**config.mk**
```make
export PLATFORM = sky130hd
export DESIGN_NAME = wti_ctrl
export DESIGN_NICKNAME = d
export VERILOG_FILES = /design/src/hdl/wti_pkg.sv /design/src/hdl/wti_ctrl.sv
export SDC_FILE = /design/constraint.sdc
export NUM_CORES = 1
export LEC_CHECK = 0
export ABC_AREA = 0
export ABC_CLOCK_PERIOD_IN_PS = 2340
export BUFFER_PORTS_ARGS = -buffer_cell sky130_fd_sc_hd__buf_2
export CAP_MARGIN = 20
export CORE_AREA = 2 2 39 41
export DETAILED_ROUTE_END_ITERATION = 8
export DIE_AREA = 0 0 41 43
export PLACE_DENSITY = 0.55
export SYNTH_ARGS = -nofsm -noshare
export SYNTH_HDL_FRONTEND = slang
export SYNTH_SLANG_ARGS = --single-unit
```
**constraint.sdc**
```tcl
create_clock -name clock -period 2.34 [get_ports clock]
set_input_delay 0.234 -clock clock [delete_from_list [all_inputs] [get_ports clock]]
set_output_delay 0.234 -clock clock [all_outputs]
set_load 0.05 [all_outputs]
```
**src/hdl/wti_pkg.sv**
```systemverilog
// Shared types and constants for the waypoint trajectory interpolator.
package wti_pkg;

   localparam int MAX_POINTS = 16;
   localparam int IDX_W = $clog2(MAX_POINTS);
   localparam int CNT_W = 5;
   localparam int POS_W = 24;
   localparam int TIME_W = 32;
   localparam int PROD_W = 25 + TIME_W;

   localparam logic [1:0] REQ_WRITE  = 2'd0;
   localparam logic [1:0] REQ_QUERY  = 2'd1;
   localparam logic [1:0] REQ_REWIND = 2'd2;

   typedef struct packed {
      logic [1:0]               req_type;
      logic [3:0]               entry_index;
      logic signed [POS_W-1:0]  way_x;
      logic signed [POS_W-1:0]  way_y;
      logic signed [POS_W-1:0]  way_z;
      logic [TIME_W-1:0]        seg_duration;
      logic [TIME_W-1:0]        target_time;
   } req_type_type;

   typedef struct packed {
      logic signed [POS_W-1:0]  pos_x;
      logic signed [POS_W-1:0]  pos_y;
      logic signed [POS_W-1:0]  pos_z;
      logic [3:0]               segment;
      logic                     at_end;
      logic                     zero_span;
   } rsp_type_type;

   // controller -> datapath
   typedef struct packed {
      logic       load;       // capture request, do write or rewind
      logic       check;      // rewind if target before start or segment at or past count
      logic       read_seg;   // read current segment entry
      logic       step;       // advance segment if target past end
      logic       read_next;  // read next entry
      logic       div_start;
      logic       div_step;
      logic       finish;     // build result
   } cmd_type;

   // datapath -> controller
   typedef struct packed {
      logic is_query;
      logic adv_ok;     // may advance
      logic last;       // on final segment
      logic zero;       // duration zero
      logic div_done;
   } sts_type;

endpackage

```
**src/hdl/wti_ctrl.sv**
```systemverilog
// Sequencer for the waypoint walk and the serial divide.
module wti_ctrl (
   input  logic               clock,
   input  logic               reset,
   input  logic               req_valid,
   output logic               req_ready,
   output logic               rsp_valid,
   input  logic               rsp_ready,
   input  wti_pkg::sts_type   sts,
   output wti_pkg::cmd_type   cmd
);
   localparam logic [2:0] S_IDLE = 3'd0;
   localparam logic [2:0] S_CHECK = 3'd1;
   localparam logic [2:0] S_READ = 3'd2;
   localparam logic [2:0] S_WALK = 3'd3;
   localparam logic [2:0] S_NEXT = 3'd4;
   localparam logic [2:0] S_DIV = 3'd5;
   localparam logic [2:0] S_FIN = 3'd6;

   logic [2:0] state_ff, state_in;
   logic       out_ff, out_in;

   assign req_ready = (state_ff == S_IDLE) && !out_ff;
   assign rsp_valid = out_ff;

   always_comb begin
      state_in = state_ff;
      out_in = out_ff && !rsp_ready;
      cmd = '0;
      unique case (state_ff)
         S_IDLE: begin
            if (req_valid && req_ready) begin
               cmd.load = 1'b1;
               state_in = S_CHECK;
            end
         end
         S_CHECK: begin
            if (sts.is_query) begin
               cmd.check = 1'b1;
               state_in = S_READ;
            end else begin
               state_in = S_IDLE;
            end
         end
         S_READ: begin
            cmd.read_seg = 1'b1;
            state_in = S_WALK;
         end
         S_WALK: begin
            if (sts.adv_ok) begin
               cmd.step = 1'b1;
               state_in = S_READ;
            end else if (sts.last || sts.zero) begin
               state_in = S_FIN;
            end else begin
               cmd.read_next = 1'b1;
               state_in = S_NEXT;
            end
         end
         S_NEXT: begin
            cmd.div_start = 1'b1;
            state_in = S_DIV;
         end
         S_DIV: begin
            cmd.div_step = 1'b1;
            if (sts.div_done) state_in = S_FIN;
         end
         S_FIN: begin
            cmd.finish = 1'b1;
            out_in = 1'b1;
            state_in = S_IDLE;
         end
         default: state_in = S_IDLE;
      endcase
   end

   always_ff @(posedge clock) begin
      if (reset) begin
         state_ff <= S_IDLE;
         out_ff <= 1'b0;
      end else begin
         state_ff <= state_in;
         out_ff <= out_in;
      end
   end
endmodule

```
==> summary.md <==
• complete, no violations — status
• 2 — first-pass iteration count of the detailed router
• 23 — number of library cell types mapped by synthesis
• 1380 µm² — placeable core area
• 0.58 ns — maximum single-stage delay on the critical path
• 10.5 µm — Avg WL per Cell
• 0.04 ns — clock slew seen by the registers of the worst setup and hold paths
• 3 — CTS buffer count
• 430 µm² — design area
• 18 — total of buffers placed on input and output ports
• 1.84 ns — final period demand of the worst path
• 9.47 µm² — syn avg cell area
• 325 — Via Count
• 0.242 — sequential-to-total area share from yosys stat
• 0 — antenna violations before repair
• 0.311 — final core area utilization
• 43 µm — Die Span Y
• 29.8% — area grow syn2layout
• 0.240 — Initial Util
• primary input to flip-flop — type of the most critical hold path
• 4 — clock sink total
• 0 — final number of setup-violating endpoints
• 11 — largest fanout of any net on the critical path
• 0.0974 — global-route total usage across every layer
• 2 — clock buffer depth
• 0 — Yosys warning total
• 1.60 ns — arrival time reported for the critical path endpoint
• 0.214 mW — total chip power
• 7 — Detailed Route Iter0 Violations
• 41 µm — die width
• 498 nW/µm² — Pwr Density
• 0.215 ns — worst slack on hold paths
• cmd[3] — Worst Setup EP
• 566 µm — detailed placer's ending HPWL
• 0 — endpoints failing hold
• flip-flop to output port — Critical Setup Path Class
• 0.170 mV — Peak supply drop
• 1760 µm² — area of the die
• 0.242 — area share of the leading cell type in the synthesized netlist
• 3 — logic depth of the worst register-to-register path
• 1 — CTS H-tree lvls
• 0.784 — share of the clock period used by the worst path
• sky130_fd_sc_hd__buf_2 — leading cell type in the layout, fill and taps excluded
• 4.71 — number of vias per cell
• 0.545 GHz — FMAX
• 0.585 — ratio of cells with drive above 1 in the final layout
• 44 — synthesized net count
• 2.11 ns — worst path required time
• 0 — Congestion Overflow GR
• flip-flop — Worst Setup Start Kind
• 0.203 nW — Static Leakage
• 64 — Post-layout nets
• state_ff[0]$_SDFFE_PP0P_ — critical register-to-register path startpoint
• no — RSZ-0062 raised after global routing
• 0 ns — setup TNS
• 0 — Hold Buf Count CTS
• sky130_fd_sc_hd__clkbuf_4 — root buffer selected by CTS
• 14 — number of standard-cell rows in the floorplan
• sky130_fd_sc_hd__dfxtp_1 (24%), sky130_fd_sc_hd__buf_6 (10%), sky130_fd_sc_hd__and3_2 (6.8%) — top area cells in the synthesized netlist
• nor2b_4 -> nand2_1 -> nor4_1 -> buf_2 — Critical Path, Cell by Cell
• 0 — total of max-cap violations
• output port — category of the worst setup path capture point
• 12 — largest net degree at the start of global routing
• 4 — register bit count reported by yosys
• 0.697 — headroom to the max-slew limit
• 1.02 ns — reg-to-reg setup timing slack
• 0.23 ns — insertion delay of the later-clocked pin in the worst-skew pair
• 0 — count of cells resized by post-cts repair
• state_ff[1]$_SDFFE_PP0P_ — endpoint of the lowest-slack register-to-register path
• 0 — number of max-slew violations in the final report
• sky130_fd_sc_hd__dfxtp_1 — CP max-delay cell
• 0.454 ns — slew at the pin closest to its max-slew limit
• sky130_fd_sc_hd__buf_2 (18), sky130_fd_sc_hd__dfxtp_1 (4), sky130_fd_sc_hd__and3_2 (3), sky130_fd_sc_hd__clkbuf_4 (3) — commonest non-fill, non-tap cells in the layout
• 278 — via count of the first global-routing pass
• 0 — antenna cell count
• 0 — detailed-route DRC error count
• 35 — Post-Synthesis Cells
• 726 µm — total wire length
• 408 µm² — total cell area at the placement stage
• state_ff[0]$_SDFFE_PP0P_ — Setup crit start
• 0 — number of antenna-violating nets in the routed design
• 19 — Top-Level Pins
• 0.00407 ns — worst setup skew after layout
• 0 — number of buffers added for setup after CTS
• 0.718 — Final GP Congestion
• 332 µm² — post-synthesis cell area
• reset — worst min-delay path startpoint
• sky130_fd_sc_hd__dfxtp_1 — biggest area consumer among synthesized cells
• done — CTS tree
• 1.15 mm — wire length of the first global-routing pass
## worst max-delay path, delay by kind of cell (launching register included)
family	cells	cell delay [ns]
buffers and inverters	1	0.30
and+or+nand+nor	3	0.50
DFF	1	0.58
## metrics by stage
stage | setup slack (ns) | std cells
after CTS | 0.491 | 69
after global placement | 0.787 | 66
after global routing | 0.373 | 69
after floorplan | 0.0530 | 35
final | 0.505 | 69
after detailed placement | 0.751 | 66
## cells by family after synthesis
group                  count (synthesis)  synth area share
buffers and inverters                  5             0.125
DFF                                    4             0.242
AOI/OAI and AO/OA                      9             0.226
and+or+nand+nor                       17             0.408
## power breakdown
part / leakage [nW] / switching, mW / internal (mW)
clock: 0.0138 / 0.0281 / 0.0574
combinational: 0.157 / 0.0319 / 0.0195
sequential: 0.0325 / 0.00672 / 0.0707
total: 0.203 / 0.0668 / 0.148
## cells in the mapped netlist
library cell	number
sky130_fd_sc_hd__buf_6	3
sky130_fd_sc_hd__nor2b_4	1
sky130_fd_sc_hd__inv_2	2
sky130_fd_sc_hd__dfxtp_1	4
sky130_fd_sc_hd__o21bai_1	1
sky130_fd_sc_hd__nor2b_1	2
sky130_fd_sc_hd__nor4_1	1
sky130_fd_sc_hd__or2_1	1
sky130_fd_sc_hd__a21oi_1	2
sky130_fd_sc_hd__nand3b_1	2
sky130_fd_sc_hd__a221o_1	1
sky130_fd_sc_hd__o21ba_1	1
sky130_fd_sc_hd__and2_1	1
sky130_fd_sc_hd__a31oi_1	1
sky130_fd_sc_hd__and3_2	3
sky130_fd_sc_hd__o311ai_1	1
sky130_fd_sc_hd__nand2_1	2
sky130_fd_sc_hd__nor3_2	1
sky130_fd_sc_hd__nor4_2	1
sky130_fd_sc_hd__nor2_1	1
sky130_fd_sc_hd__a221oi_2	1
sky130_fd_sc_hd__o31ai_1	1
sky130_fd_sc_hd__nor3b_4	1
## flip-flops by register name (all words and copies together) (netlist names)
name,count
state_ff,3
rsp_valid,1
## worst min path at each step
stage,slack (ns),cells after the start,end
finish,0.21,2,state_ff[1]$_SDFFE_PP0P_
global route,0.22,2,state_ff[1]$_SDFFE_PP0P_
CTS,0.21,2,state_ff[1]$_SDFFE_PP0P_
detailed placement,0.46,2,state_ff[1]$_SDFFE_PP0P_
global placement,0.46,2,state_ff[1]$_SDFFE_PP0P_
floorplan,0.30,1,state_ff[1]$_SDFFE_PP0P_
## layer usage
layer	global-route usage	routed length [µm]	share of wire	vias to the layer above
met4	0.0600	0	0	0
met2	0.131	341	0.47	10
li1	-	-	-	166
met5	0	0	0	-
met1	0.129	348	0.48	149
met3	0.0314	35	0.048	0
## final cells by class
class | instances | area, µm²
clock buffers | 3 | 22.5
multi-input cells | 26 | 210
repair buffers | 18 | 90.1
well taps | 16 | 20.0
inverters | 2 | 7.51
flip-flops and latches | 4 | 80.1
fillers | 149 | 953
Note: power is estimated with default switching activity, not from simulation.
